==> src/design/assert_macros.svh <==
// assertion macros used by the queue core rtl
`ifndef ASSERT_MACROS_SVH
`define ASSERT_MACROS_SVH

// clocked assertion, disabled while in reset
`define KWQ_ASSERT(label, prop, msg) \
    label: assert property (@(posedge clk) disable iff (!rst_n) (prop)) else $error(msg);

// implication that must hold from the cycle after the trigger
`define KWQ_ASSERT_NEXT(label, trig, prop, msg) \
    label: assert property (@(posedge clk) disable iff (!rst_n) (trig) |=> (prop)) \
        else $error(msg);

`endif

==> src/design/kwq_pkg.sv <==
// package with types and constants for the keyed waitlist queue
`default_nettype none

package kwq_pkg;

    localparam int DEPTH = 16;
    localparam int IDX_W = (DEPTH > 1) ? $clog2(DEPTH) : 1;
    localparam int CNT_W = $clog2(DEPTH + 1);
    localparam int ID_W  = 32;
    localparam int KEY_W = 31;
    localparam int POS_W = 5;
    localparam int ST_W  = 3;

    typedef enum logic [1:0] {
        CMD_APPEND = 2'd0,
        CMD_DELETE = 2'd1,
        CMD_POP    = 2'd2,
        CMD_QUERY  = 2'd3
    } cmd_t;

    typedef enum logic [ST_W-1:0] {
        ST_OK       = 3'd0,
        ST_DUP      = 3'd1,
        ST_INVALID  = 3'd2,
        ST_NOTFOUND = 3'd3,
        ST_EMPTY    = 3'd4,
        ST_FULL     = 3'd5
    } status_t;

    typedef struct packed {
        logic load;
        logic shift;
    } cell_ctl_t;

endpackage

`default_nettype wire

==> src/design/kwq_if.sv <==
// request and response channel interfaces
`default_nettype none

interface kwq_req_if;
    import kwq_pkg::*;
    logic                   valid;
    logic                   ready;
    cmd_t                   command;
    logic signed [ID_W-1:0] attendee_id;

    modport source (output valid, output command, output attendee_id, input ready);
    modport sink   (input valid, input command, input attendee_id, output ready);
endinterface

interface kwq_rsp_if;
    import kwq_pkg::*;
    logic             valid;
    logic             ready;
    status_t          status;
    logic [POS_W-1:0] position;
    logic [POS_W-1:0] queue_size;
    logic [KEY_W-1:0] head_id;

    modport source (output valid, output status, output position, output queue_size,
                    output head_id, input ready);
    modport sink   (input valid, input status, input position, input queue_size,
                    input head_id, output ready);
endinterface

`default_nettype wire

==> src/design/kwq_cell.sv <==
// one queue cell: holds a key, compares it and shifts toward the head
`default_nettype none

module kwq_cell (
    input  wire logic                      clk,
    input  wire kwq_pkg::cell_ctl_t        ctl,
    input  wire logic [kwq_pkg::KEY_W-1:0] load_key,
    input  wire logic [kwq_pkg::KEY_W-1:0] next_key,
    input  wire logic [kwq_pkg::KEY_W-1:0] cmp_key,
    input  wire logic                      cmp_en,
    output logic      [kwq_pkg::KEY_W-1:0] key,
    output logic                           match
);
    import kwq_pkg::*;

    logic [KEY_W-1:0] key_reg;
    logic [KEY_W-1:0] key_next;

    always_comb
    begin
        key_next = key_reg;
        if (ctl.shift)
        begin
            key_next = next_key;
        end
        else if (ctl.load)
        begin
            key_next = load_key;
        end
    end

    always_ff @(posedge clk)
    begin
        key_reg <= key_next;
    end

    assign key   = key_reg;
    assign match = cmp_en && (key_reg == cmp_key);

endmodule

`default_nettype wire

==> src/design/keyed_waitlist_queue_core.sv <==
// top level of the keyed waitlist queue: cell row, control and result register
// Each accepted item is one command (append, delete by key, pop head, query position) and
// is finished in the cycle it is accepted: every occupied cell compares its stored key against
// the item's key in parallel, a priority pick over the match bits gives the position, and on a
// delete or pop the cells at and behind that position take their neighbor's key. The result
// appears in an output register the next cycle, so one item per cycle is accepted while the
// response side takes results; a stalled result holds the request side until it is taken.
`default_nettype none

`include "assert_macros.svh"

module keyed_waitlist_queue_core (
    input  wire logic clk,
    input  wire logic rst_n,
    kwq_req_if.sink   req,
    kwq_rsp_if.source rsp
);
    import kwq_pkg::*;

    logic [CNT_W-1:0] count_reg;
    logic [CNT_W-1:0] count_next;

    logic             out_valid_reg;
    status_t          status_reg;
    status_t          status_next;
    logic [POS_W-1:0] position_reg;
    logic [POS_W-1:0] position_next;
    logic [POS_W-1:0] size_reg;
    logic [KEY_W-1:0] head_reg;
    logic [KEY_W-1:0] head_next;

    logic [KEY_W-1:0] cell_key [DEPTH];
    logic [DEPTH-1:0] match_vec;
    cell_ctl_t        cell_ctl [DEPTH];

    logic             accept;
    logic             key_ok;
    logic [KEY_W-1:0] key;
    logic             hit;
    logic [IDX_W-1:0] hit_idx;
    logic             full;
    logic             app_ok;
    logic             drop;
    logic [IDX_W-1:0] drop_idx;

    assign accept    = req.valid && req.ready;
    assign req.ready = !out_valid_reg || rsp.ready;
    assign key_ok    = (req.attendee_id != '0) && !req.attendee_id[ID_W-1];
    assign key       = req.attendee_id[KEY_W-1:0];
    assign full      = (count_reg == CNT_W'(DEPTH));

    genvar gi;
    generate
        for (gi = 0; gi < DEPTH; gi++)
        begin : g_cell
            logic [KEY_W-1:0] nb_key;
            if (gi == DEPTH - 1)
            begin : g_last
                assign nb_key = cell_key[gi];
            end
            else
            begin : g_mid
                assign nb_key = cell_key[gi + 1];
            end

            always_comb
            begin
                cell_ctl[gi].load  = accept && app_ok && (CNT_W'(gi) == count_reg);
                cell_ctl[gi].shift = accept && drop && (IDX_W'(gi) >= drop_idx);
            end

            kwq_cell u_cell (
                .clk      (clk),
                .ctl      (cell_ctl[gi]),
                .load_key (key),
                .next_key (nb_key),
                .cmp_key  (key),
                .cmp_en   (key_ok && (CNT_W'(gi) < count_reg)),
                .key      (cell_key[gi]),
                .match    (match_vec[gi])
            );
        end
    endgenerate

    // first matching cell
    always_comb
    begin
        hit_idx = '0;
        for (int i = DEPTH - 1; i >= 0; i--)
        begin
            if (match_vec[i])
            begin
                hit_idx = IDX_W'(i);
            end
        end
    end

    assign hit = |match_vec;

    always_comb
    begin
        status_next   = ST_OK;
        position_next = '0;
        app_ok        = 1'b0;
        drop          = 1'b0;
        drop_idx      = '0;
        count_next    = count_reg;
        case (req.command)
            CMD_APPEND:
            begin
                if (hit)
                begin
                    status_next   = ST_DUP;
                    position_next = POS_W'({1'b0, hit_idx} + 1'b1);
                end
                else if (!key_ok)
                begin
                    status_next = ST_INVALID;
                end
                else if (full)
                begin
                    status_next = ST_FULL;
                end
                else
                begin
                    app_ok        = 1'b1;
                    count_next    = count_reg + 1'b1;
                    position_next = POS_W'(count_next);
                end
            end
            CMD_DELETE:
            begin
                if (hit)
                begin
                    drop       = 1'b1;
                    drop_idx   = hit_idx;
                    count_next = count_reg - 1'b1;
                end
                else
                begin
                    status_next = ST_NOTFOUND;
                end
            end
            CMD_POP:
            begin
                if (count_reg == '0)
                begin
                    status_next = ST_EMPTY;
                end
                else
                begin
                    drop       = 1'b1;
                    count_next = count_reg - 1'b1;
                end
            end
            CMD_QUERY:
            begin
                if (hit)
                begin
                    position_next = POS_W'({1'b0, hit_idx} + 1'b1);
                end
                else
                begin
                    status_next = ST_NOTFOUND;
                end
            end
            default:
            begin
                status_next = ST_OK;
            end
        endcase
    end

    // head after the command
    always_comb
    begin
        if (count_next == '0)
        begin
            head_next = '0;
        end
        else if (app_ok && (count_reg == '0))
        begin
            head_next = key;
        end
        else if (drop && (drop_idx == '0))
        begin
            head_next = cell_key[1];
        end
        else
        begin
            head_next = cell_key[0];
        end
    end

    always_ff @(posedge clk or negedge rst_n)
    begin
        if (!rst_n)
        begin
            count_reg     <= '0;
            out_valid_reg <= 1'b0;
        end
        else
        begin
            if (accept)
            begin
                count_reg     <= count_next;
                out_valid_reg <= 1'b1;
            end
            else if (rsp.ready)
            begin
                out_valid_reg <= 1'b0;
            end
        end
    end

    always_ff @(posedge clk)
    begin
        if (accept)
        begin
            status_reg   <= status_next;
            position_reg <= position_next;
            size_reg     <= POS_W'(count_next);
            head_reg     <= head_next;
        end
    end

    assign rsp.valid      = out_valid_reg;
    assign rsp.status     = status_reg;
    assign rsp.position   = position_reg;
    assign rsp.queue_size = size_reg;
    assign rsp.head_id    = head_reg;

    `KWQ_ASSERT(a_count_bound, count_reg <= CNT_W'(DEPTH), "count above depth")
    `KWQ_ASSERT(a_unique_match, $onehot0(match_vec), "key matched in more than one cell")
    `KWQ_ASSERT_NEXT(a_append_grows, accept && app_ok,
        count_reg == CNT_W'($past(count_reg) + 1'b1), "append did not grow the queue")
    `KWQ_ASSERT_NEXT(a_result_follows, accept, rsp.valid, "accepted item gave no result")

endmodule

`default_nettype wire

==> src/flat_wrapper.sv <==
// flat-port wrapper written by rule: the top's interface ports become plain ports
module keyed_waitlist_queue_core_flat import kwq_pkg::*;
  (clk, rst_n, req_valid, req_command, req_attendee_id, req_ready, rsp_valid, rsp_status, rsp_position, rsp_queue_size, rsp_head_id, rsp_ready);
  kwq_req_if req_i ();
  kwq_rsp_if rsp_i ();
  input  wire logic clk;
  input  wire logic rst_n;
  input wire logic [$bits(req_i.valid)-1:0] req_valid;
  input wire logic [$bits(req_i.command)-1:0] req_command;
  input wire logic [$bits(req_i.attendee_id)-1:0] req_attendee_id;
  output wire logic [$bits(req_i.ready)-1:0] req_ready;
  output wire logic [$bits(rsp_i.valid)-1:0] rsp_valid;
  output wire logic [$bits(rsp_i.status)-1:0] rsp_status;
  output wire logic [$bits(rsp_i.position)-1:0] rsp_position;
  output wire logic [$bits(rsp_i.queue_size)-1:0] rsp_queue_size;
  output wire logic [$bits(rsp_i.head_id)-1:0] rsp_head_id;
  input wire logic [$bits(rsp_i.ready)-1:0] rsp_ready;
  assign req_i.valid = req_valid;
  assign req_i.command = req_command;
  assign req_i.attendee_id = req_attendee_id;
  assign req_ready = req_i.ready;
  assign rsp_valid = rsp_i.valid;
  assign rsp_status = rsp_i.status;
  assign rsp_position = rsp_i.position;
  assign rsp_queue_size = rsp_i.queue_size;
  assign rsp_head_id = rsp_i.head_id;
  assign rsp_i.ready = rsp_ready;
  keyed_waitlist_queue_core u_core (.clk(clk), .rst_n(rst_n), .req(req_i), .rsp(rsp_i));
endmodule
==> config.mk <==
export PLATFORM = sky130hd
export DESIGN_NAME = keyed_waitlist_queue_core_flat
export DESIGN_NICKNAME = d
export VERILOG_FILES = /design/src/design/kwq_pkg.sv /design/src/design/kwq_if.sv /design/src/design/kwq_cell.sv /design/src/design/keyed_waitlist_queue_core.sv /design/src/flat_wrapper.sv
export VERILOG_INCLUDE_DIRS = /design/src /design/src/design
export SDC_FILE = /design/constraint.sdc
export NUM_CORES = 1
export LEC_CHECK = 0
export BUFFER_PORTS_ARGS = -buffer_cell sky130_fd_sc_hd__clkbuf_2
export CAP_MARGIN = 10
export CORE_MARGIN = 2
export CORE_UTILIZATION = 25
export DETAILED_ROUTE_END_ITERATION = 10
export PLACE_DENSITY_LB_ADDON = 0.3
export SETUP_SLACK_MARGIN = 0.4
export SLEW_MARGIN = 20
export SYNTH_ARGS = -nofsm -noshare
export SYNTH_HDL_FRONTEND = slang
export SYNTH_SLANG_ARGS = --single-unit
==> constraint.sdc <==
create_clock -name clk -period 8 [get_ports clk]
set_input_delay 0.4 -clock clk [delete_from_list [all_inputs] [get_ports clk]]
set_output_delay 0.4 -clock clk [all_outputs]
set_load 0.005 [all_outputs]
**Yosys cells after proc, flatten, opt, wreduce, memory -nomap -nowiden**

Cells that the tools add are included.

- Register bits: 546
- Input bits: 38
- Word-level logic and storage cells: 266

- Add/subtract/negate cells: 3
- Order comparisons: 32
- Equal/unequal tests: 35
- Multiplexer cells: 76
- Bitwise logic cells: 1
- Reductions and logical operators: 97

Operators with widths:

| cell | number |
|---|---|
| $mux 31 | 32 |
| $eq 31x31->1 | 16 |
| $mux 4 | 18 |
| $logic_and 1x1->1 | 70 |
| $mux 5 | 9 |
| $eq 4x5->1 const A | 8 |
| $lt 4x5->1 const A | 8 |
| $ge 4x4->1 const A | 8 |
| $reduce_bool 2->1 | 16 |
| $reduce_bool 32->1 | 1 |
| $eq 3x5->1 const A | 4 |
| $lt 3x5->1 const A | 4 |
| $ge 3x4->1 const A | 4 |
| $reduce_or 16->1 | 1 |
| $pmux 5 s3 | 1 |
| $mux 3 | 4 |
| $eq 2x5->1 const A | 2 |
| $logic_not 5->1 | 2 |
| $lt 1x5->1 const A | 2 |
| $lt 2x5->1 const A | 2 |
| $pmux 5 s2 | 1 |
| $pmux 3 s3 | 1 |
| $ge 1x4->1 const A | 2 |
| $ge 2x4->1 const A | 2 |
| other kinds (17) | 26 |

**Longest topological paths before layout**

Gate-level depths: netlist of run 1.

- Word-level depth: 26
- Mapped depth: 19
- Depth with buffers taken out: 13

**Modules after synthesis**

Synthesis of run 1 repeated with hierarchy kept, for this count alone.

- Cell total of the unflattened synthesis: 2206
- Area total of the unflattened synthesis: 30633.1 um^2

By module, submodules not included:

| module | times used | cells an instance | area each (um^2) | seq. area each (um^2) |
|---|---|---|---|---|
| kwq_cell | 16 | 109 | 1661.6 | 930.9 |
| keyed_waitlist_queue_core | 1 | 462 | 4047.6 | 1471.4 |

**Least setup slack after synthesis of run 1**

OpenSTA, ideal clock, no wires.

- Path kind: input to register
- Start point: input req_attendee_id[1]
- End point: register u_core.g_cell[13].u_cell.key_reg[0], enable pin
- Data arrival time: 5.710 ns
- Slack: 1.822 ns
- Cell stages on the path: 16
- Cells stage by stage: buf_2 > nor4_1 > and4_1 > a211oi_1 > and4b_1 > a2111oi_2 > and2_4 > buf_6 > buf_2 > nand2_1 > buf_2 > or3_1 > clkbuf_1 > nor2_1 > nand2_1 > o32ai_1

- Longest elaborated chain between the ends: 25
- Elaborated cells between the ends (all ways): 80

RTL lines:

| item | RTL line | source |
|---|---|---|
| start: declaration | flat_wrapper.sv:10 | `input wire logic [$bits(req_i.attendee_id)-1:0] req_attendee_id;` |
| $reduce_bool 32->1 | keyed_waitlist_queue_core.sv:48 | `assign key_ok = (req.attendee_id != '0) && !req.attendee_id[ID_W-1];` |
| $logic_and 1x1->1 | keyed_waitlist_queue_core.sv:48 |  |
| $logic_and 1x1->1 | keyed_waitlist_queue_core.sv:78 | `.cmp_en (key_ok && (CNT_W'(gi) < count_reg)),` |
| $logic_and 1x1->1 | kwq_cell.sv:38 | `assign match = cmp_en && (key_reg == cmp_key);` |
| $mux 4 (16 in series) | keyed_waitlist_queue_core.sv:91 | `if (match_vec[i])` |
| $mux 4 | keyed_waitlist_queue_core.sv:133 | `if (hit)` |
| $mux 4 | keyed_waitlist_queue_core.sv:108 | `case (req.command)` |
| $ge 4x4->1 | keyed_waitlist_queue_core.sv:69 | `cell_ctl[gi].shift = accept && drop && (IDX_W'(gi) >= drop_idx);` |
| $logic_and 1x1->1 | keyed_waitlist_queue_core.sv:69 |  |
| $reduce_bool 2->1 (no line) * | -- |  |
| end signal: assignment | kwq_cell.sv:34 | `key_reg <= key_next;` |
| end: declaration | kwq_cell.sv:16 | `logic [KEY_W-1:0] key_reg;` |

Mark *: on every way between the ends. The rest lies on a longest branch, timed or not.
A chain may end at the register's enable or synchronous reset.

**Worst setup path after layout of run 1**

- Start point: register u_core.count_reg[2]
- End point: register u_core.g_cell[0].u_cell.key_reg[14] (data pin)

- Longest elaborated chain between the ends: 24
- Elaborated cells between the ends (all ways): 75

RTL lines:

| item | RTL line | source |
|---|---|---|
| start: declaration | keyed_waitlist_queue_core.sv:20 | `logic [CNT_W-1:0] count_reg;` |
| start signal: assignment | keyed_waitlist_queue_core.sv:206 | `count_reg <= count_next;` |
| $lt 4x5->1 | keyed_waitlist_queue_core.sv:78 |  |
| $logic_and 1x1->1 | keyed_waitlist_queue_core.sv:78 |  |
| $logic_and 1x1->1 | kwq_cell.sv:38 |  |
| $mux 4 (16 in series) | keyed_waitlist_queue_core.sv:91 |  |
| $mux 4 | keyed_waitlist_queue_core.sv:133 |  |
| $mux 4 | keyed_waitlist_queue_core.sv:108 |  |
| $ge 1x4->1 | keyed_waitlist_queue_core.sv:69 |  |
| $logic_and 1x1->1 * | keyed_waitlist_queue_core.sv:69 |  |
| $mux 31 * | kwq_cell.sv:22 | `if (ctl.shift)` |
| net u_core.g_cell[0].u_cell.key_next[14] | kwq_cell.sv:17 | `logic [KEY_W-1:0] key_next;` |
| end signal: assignment | kwq_cell.sv:34 |  |
| end: declaration | kwq_cell.sv:16 |  |

The timed path passes the listed nets; every way through them passes the cells marked *.

==> flow_summary.toml, run 1 <==
[timing]
clock_skew_ns = 0.0323
hold-worst-slack_ns = 0.116
tightest_slew_ns = 1.10
hold_violations = 0
fmax_mhz = 166
slew_headroom = 0.264
finalSetupViolCount = 0
fin_crit_ns = 6.03
finalCritPeriodShare = 0.754
tns_ns = 0
fin_ws_ns = 1.97
rsz0062_at_grt = "no"
slew_viol_final = 0

[clock_network]
cts.sinks = 546
cts_buffer_depth = 3
clock_latency_ns = 0.67
post_cts_buffers = 0
cts_max_level = 2
cts_tree = "done"
cts_root_buffer = "clkbuf_16"
clk_pin_slew_ns = 0.06
numCtsBuffers = 61
cts_resized = 0

[flow_run]
timing.max_cap.violations = 0

[setup_path]
crit_type = "reg2reg"
crit_fanout = 36
setup.worst_path.end_class = "register"
cp-start-kind = "register"
worstPathRequired_ns = 8.41
cp.arrival_ns = 6.44

[global_route]
grt_use_total = 0.160
grt_overflow = 0
grt_pass1_vias = 20800
antenna_found_initial = 0
grt_pass1_wl_mm = 154
grt_max_degree = 48

[detailed_routing]
first_pass_iters = 7
antenna_left = 0
wire_per_inst_um = 25.4
vias = 20600
drc = 0
viasPerCell = 4.92
wl_mm = 106
drt_iter0_drc = 2019

[synthesis]
syn_inst = 2464
synth_compound_area_frac = 0.0470
ys_top_cells_by_area = "edfxtp_1 (51%), mux2_2 (12%), xor2_1 (9.9%), mux2_1 (4.7%), xnor2_1 (4.0%)"
synthTopCellsByCount = "edfxtp_1 (540), xor2_1 (358), mux2_2 (333)"
synth-edff-count = 540
ys_ff_latch = 546
ys_warn_count = 0
syn_avg_cell_area_um2 = 12.9
yosysUniqueCellTypes = 73
synth_flop_cell = "edfxtp_1"
synth_nets = 2514
synth-xor-area-share = 0.139
synth_top_area_cell = "edfxtp_1"
synth_fa_ha_area_frac = 0.00474
synthMuxAreaShare = 0.166
synth-async-reset-ratio = 0.0110
ys_seq_area_frac = 0.516
yosys.area_share.simple = 0.0923
yosys.area.top_type_share = 0.512
yosysMostFrequentCell = "edfxtp_1"
synth_area_mm2 = 0.0317
synth_top_family_by_area = "multiplexers"

[cells_and_area]
finalNonFillerCells = 4182
layout.nets = 2528
drive_gt1_frac = 0.254
largest_reg_flops = 496
design_area_mm2 = 0.0360
fin_util = 0.286
multi_input_area_mm2 = 0.0144
seqCellArea_mm2 = 0.0164
syn2layout_area_growth_pct = 13.5
fillers = 12800

[floorplanning]
rows = 130
coreArea_mm2 = 0.126
start_util = 0.252
io_pins = 84
die_h_um = 360
die_w_um = 360
die_area_mm2 = 0.130

[power_and_ir_drop]
ir_worst_vdd_mv = 0.197
p_per_area_mw_per_mm2 = 204
p_leak_nw = 11.8
p_total_mw = 7.34

[placement]
dp_hpwl_mm = 77.4
portBuffers = 83
gp_congestion = 0.886
post-place-ws_ns = 1.37
place_area_mm2 = 0.0339
place_inst = 4062

[min_path]
hp-class = "in2async"

[status]
status = "complete, no violations"
==> layer usage <==
| metal | wire length (um) | part of all wire | up-vias | global-route usage |
|---|---|---|---|---|
| li1 | - | - | 9311 | - |
| met1 | 47200 | 0.44 | 10400 | 0.215 |
| met2 | 50600 | 0.48 | 698 | 0.266 |
| met3 | 5330 | 0.050 | 148 | 0.0211 |
| met4 | 3200 | 0.030 | 0 | 0.0483 |
| met5 | 0 | 0 | - | 0 |
==> where the power goes <==
group          switching, mW  internal, mW  total [mW]
combinational          0.667         0.381        1.05
clock                   1.22          1.69        2.91
sequential            0.0875          3.30        3.39
==> worst max-delay path, cell delays in order (launching register included) <==
cell and delay (ns):
dfrtp_1 0.89, nor3_1 0.26, buf_4 0.25, or4b_2 0.67
nor4b_1 0.74, or2_2 0.25, o21a_1 0.21, mux2_2 0.25
o21ai_4 0.05, buf_4 0.29, a21oi_2 0.18, and2_1 0.84
buf_4 0.45, mux2_2 0.39
==> timing repair <==
action	CTS	global route
endpoints found under the hold margin	7	0
endpoints found under the setup margin	0	0
hold buffers	2	0
==> cell usage in the layout (no fill, tap or decap), types with 7 or more instances in the layout <==
cell type	n
mux2_1	133
clkbuf_16	63
nor2_1	101
clkinv_1	12
nand4_1	73
a21oi_1	23
bufinv_16	8
nand2_1	60
nand3_1	30
o21ai_0	16
ha_1	12
xor2_1	358
clkinv_2	19
a211oi_1	8
mux2_2	333
nand2b_1	10
inv_1	16
a2111oi_0	36
buf_4	76
xnor2_1	144
nor4_1	145
edfxtp_1	540
clkbuf_1	11
o211a_1	34
nor3_1	25
clkbuf_2	83
or4_1	9
and4_1	7
==> final cells by class <==
type                            instances  area share
Timing Repair Buffer                  162      0.0287
Antenna cell                            1   0.0000696
Multi-Input combinational cell       1688       0.400
Clock buffer                           74      0.0450
Clock inverter                         42      0.0114
Inverter                               19     0.00205
Sequential cell                       546       0.455
Tap cell                             1650      0.0574
==> logic make-up after synthesis <==
logic type,count (synthesis)
XOR/XNOR,502
AND/OR/NAND/NOR,521
multiplexers,466
flip-flops,546
AO/OA/AOI/OAI,187
adder cells (fa/ha/maj),12
buffers and inverters,230
==> path summary, 6_finish.rpt <==
check                      depth (start not counted)                              from                               end  slack (ns)
hold reg to reg                                    1  u_core.g_cell[13].u_cell.key[15]  u_core.g_cell[12].u_cell.key[15]        0.58
setup / recovery                                  13               u_core.count_reg[2]   u_core.g_cell[0].u_cell.key[14]        1.97
min in group clk                                   3                         rsp_ready                  u_core.rsp.valid        0.16
max in group asynchronous                          2                             rst_n                  u_core.rsp.valid        7.70
hold / removal                                     2                             rst_n               u_core.count_reg[4]        0.12
setup reg to reg                                  13               u_core.count_reg[2]   u_core.g_cell[0].u_cell.key[14]        1.97
(Power assumes the default switching activity.)
==> run 2: changes to the inputs <==
--- a/config.mk
+++ b/config.mk
@@ -6,6 +6,7 @@
 export SDC_FILE = /design/constraint.sdc
 export NUM_CORES = 1
 export LEC_CHECK = 0
+export ABC_AREA = 1
 export BUFFER_PORTS_ARGS = -buffer_cell sky130_fd_sc_hd__clkbuf_2
 export CAP_MARGIN = 10
 export CORE_MARGIN = 2
==> constraint.sdc (replaced) <==
create_clock -name clk -period 5.1 [get_ports clk]
set_input_delay 0.255 -clock clk [delete_from_list [all_inputs] [get_ports clk]]
set_output_delay 0.255 -clock clk [all_outputs]
set_load 0.005 [all_outputs]
==> run 2 against run 1 <==
Sequential share of layout area down 2.8 points. Critical endpoint is now u_core.g_cell[13].u_cell.key[6]. Worst setup slack worse by 1.4 ns. Maximum frequency rose by 34%. First-iteration DRC count increased by 39%. Clock skew is 0.0091 ns lower. Worst hold slack better by 0.025 ns. Synthesized cell count rose by 54%. Clock power is 69% higher.
==> flow_summary.toml, run 2 <==
[status]
status = "complete, no violations"

[power_and_ir_drop]
power.share.sequential = 0.435
clkPwrFrac = 0.394
p_per_area_mw_per_mm2 = 325
p_switching_mw = 3.67
ir_worst_vdd_mv = 0.232
pwr-share-comb = 0.172
internal-power_mw = 8.80
switching_share = 0.294
p_leak_nw = 14.2

[timing]
fin_crit_ns = 4.49
rsz0062_at_grt = "no"
finalCritPeriodShare = 0.881
clock_skew_ns = 0.0232
tns_ns = 0
hold_violations = 0
tightest_slew_ns = 1.00
slew_viol_final = 0
fmax_mhz = 223
fin_ws_ns = 0.606
hold-worst-slack_ns = 0.141
finalSetupViolCount = 0
slew_headroom = 0.329

[cells_and_area]
largest_reg_flops = 496
design_area_mm2 = 0.0384
layout_common_cells = "nand2_1 (1040), edfxtp_1 (540), nor2_1 (309)"
layout_commonest_cell = "nand2_1"
drive_gt1_frac = 0.125
seqCellArea_mm2 = 0.0164
syn2layout_area_growth_pct = 15.5
fillers = 13800
layout.nets = 3956
multi_input_area_mm2 = 0.0146

[synthesis]
synth-edff-count = 540
synth_area_mm2 = 0.0332
ys_warn_count = 0
syn_avg_cell_area_um2 = 8.74
synth_nets = 3852
yosys.area.top_type_share = 0.488
syn_inst = 3802
ys_seq_area_frac = 0.493
synthTopCellsByCount = "nand2_1 (1043), edfxtp_1 (540), nor2_1 (311)"
yosysUniqueCellTypes = 61
ys_top_cells_by_area = "edfxtp_1 (49%), nand2_1 (12%), xnor2_1 (7.0%), o21ai_0 (3.9%), nor2_1 (3.5%)"
yosysMostFrequentCell = "nand2_1"
synth_flop_cell = "edfxtp_1"
synth_top_area_cell = "edfxtp_1"
ys_ff_latch = 546
synth-async-reset-ratio = 0.0110

[setup_path]
cp.arrival_ns = 4.86
crit_fanout = 21
cp-startpoint = "u_core.count_reg[4]"
worstPathRequired_ns = 5.46
setup.worst_path.end_class = "register"
crit_type = "reg2reg"
cp-start-kind = "register"
reg2reg_from = "u_core.count_reg[4]"

[clock_network]
clk_pin_slew_ns = 0.06
cts_tree = "done"
numCtsBuffers = 68
cts_max_level = 3
cts.sinks = 546
cts_root_buffer = "clkbuf_16"
cts_buffer_depth = 3
clock_latency_ns = 0.63

[placement]
place_area_mm2 = 0.0361
portBuffers = 83
dp_hpwl_mm = 94.0
post-place-ws_ns = 0.106
gp_congestion = 1.03

[global_route]
grt_use_total = 0.172
grt_overflow = 0
grt_pass1_vias = 25700
antenna_found_initial = 1
grt_pass1_wl_mm = 174
grt_max_degree = 71

[detailed_routing]
drc = 0
antenna_left = 0
wire_per_inst_um = 20.9
wl_mm = 119
viasPerCell = 4.72
drt_iter0_drc = 2797
first_pass_iters = 6
vias = 27000

[floorplanning]
coreArea_mm2 = 0.132
die_area_mm2 = 0.136
rows = 133
die_w_um = 369
io_pins = 84
die_h_um = 369
start_util = 0.252

[min_path]
hp-class = "in2reg"
hold_start = "req_attendee_id[13]"

[flow_run]
timing.max_cap.violations = 0
==> run 2: cell types whose count changed in the layout (fill, tap and decap cells not counted), moves of 39 or more <==
| cell | change |
|---|---|
| a21oi_1 | +39 |
| buf_4 | +83 |
| inv_1 | +215 |
| mux2_1 | -133 |
| mux2_2 | -333 |
| nand2_1 | +980 |
| nand3_1 | +151 |
| nand4_1 | +86 |
| nor2_1 | +208 |
| nor4_1 | -94 |
| o21ai_0 | +242 |
| o21ai_1 | +114 |
| xnor2_1 | +123 |
| xor2_1 | -237 |
==> run 2: stage by stage <==
step / util / std cells / total power [mW]
after global routing: 0.291 / 5712 / 12.9
after floorplan: - / 3802 / 6.81
after global placement: 0.274 / 5585 / 7.62
final: 0.292 / 5715 / 12.5
after CTS: 0.291 / 5709 / 12.6
after detailed placement: 0.274 / 5585 / 7.63
==> run 2: cell type report <==
type                       count  area share
antenna                        3    0.000196
multi-input combinational   2770       0.381
clock inverter                37     0.00982
clock buffer                  84      0.0470
timing repair buffer         266      0.0528
inverter                     254      0.0252
tap                         1755      0.0572
sequential                   546       0.427
==> run 2: power groups by stage <==
stage	registers (mW)	clock network [mW]	logic, mW
final	5.42	4.91	2.14
after global routing	5.44	5.15	2.34
after CTS	5.42	5.00	2.13
after detailed placement	5.51	0	2.12
after global placement	5.51	0	2.11
after floorplan	5.47	0	1.35
==> run 2: per-layer routing <==
metal / vias up / routed length, um / GRT usage / part of all wire
li1: 13000 / - / - / -
met3: 192 / 5740 / 0.0182 / 0.048
met1: 12900 / 52900 / 0.228 / 0.44
met4: 0 / 4370 / 0.0624 / 0.037
met5: - / 0 / 0 / 0
met2: 840 / 56200 / 0.290 / 0.47
==> run 2: worst max-delay path: stages (launching register included) <==
cell and delay [ns]:
dfrtp_1 0.51, nor2_4 0.25, inv_2 0.16, nor2_4 0.30, nand2_2 0.24, nand3_1 0.15
nor3_2 0.08, nand4_1 0.20, nand2_2 0.12, inv_1 0.06, nand2_1 0.10, nor2_2 0.25
nand2_4 0.16, nand2_2 0.14, a21boi_4 0.10, nand2_4 0.10, inv_4 0.06, o21ai_2 0.16
inv_4 0.07, nor2_4 0.32, buf_4 0.25, buf_4 0.31, o21ai_1 0.11
==> run 2: worst paths after layout <==
| check | endpoint | slack (ns) | cells after the start |
|---|---|---|---|
| max | u_core.g_cell[13].u_cell.key[6] | 0.61 | 22 |
| min | u_core.g_cell[2].u_cell.key[13] | 0.14 | 3 |
| max reg2reg | u_core.g_cell[13].u_cell.key[6] | 0.61 | 22 |
| min reg2reg | u_core.rsp.valid | 0.54 | 2 |
| max in group asynchronous | u_core.count_reg[3] | 4.17 | 3 |
| min in group asynchronous | u_core.count_reg[0] | 0.64 | 3 |
==> run 2: kinds of logic after synthesis <==
logic type,synth area share
flip-flops,0.493
buffers and inverters,0.0718
AO/OA/AOI/OAI,0.0797
adder cells (fa/ha/maj),0.00452
AND/OR/NAND/NOR,0.248
XOR/XNOR,0.103
==> run 2: what timing repair did <==
item | CTS | global route
gates resized for setup | 4 | 8
buffers inserted | 0 | 2
pin swaps | 0 | 1
endpoints found under the setup margin | 731 | 789
endpoints found under the hold margin | 7 | 0
hold buffers | 3 | 0
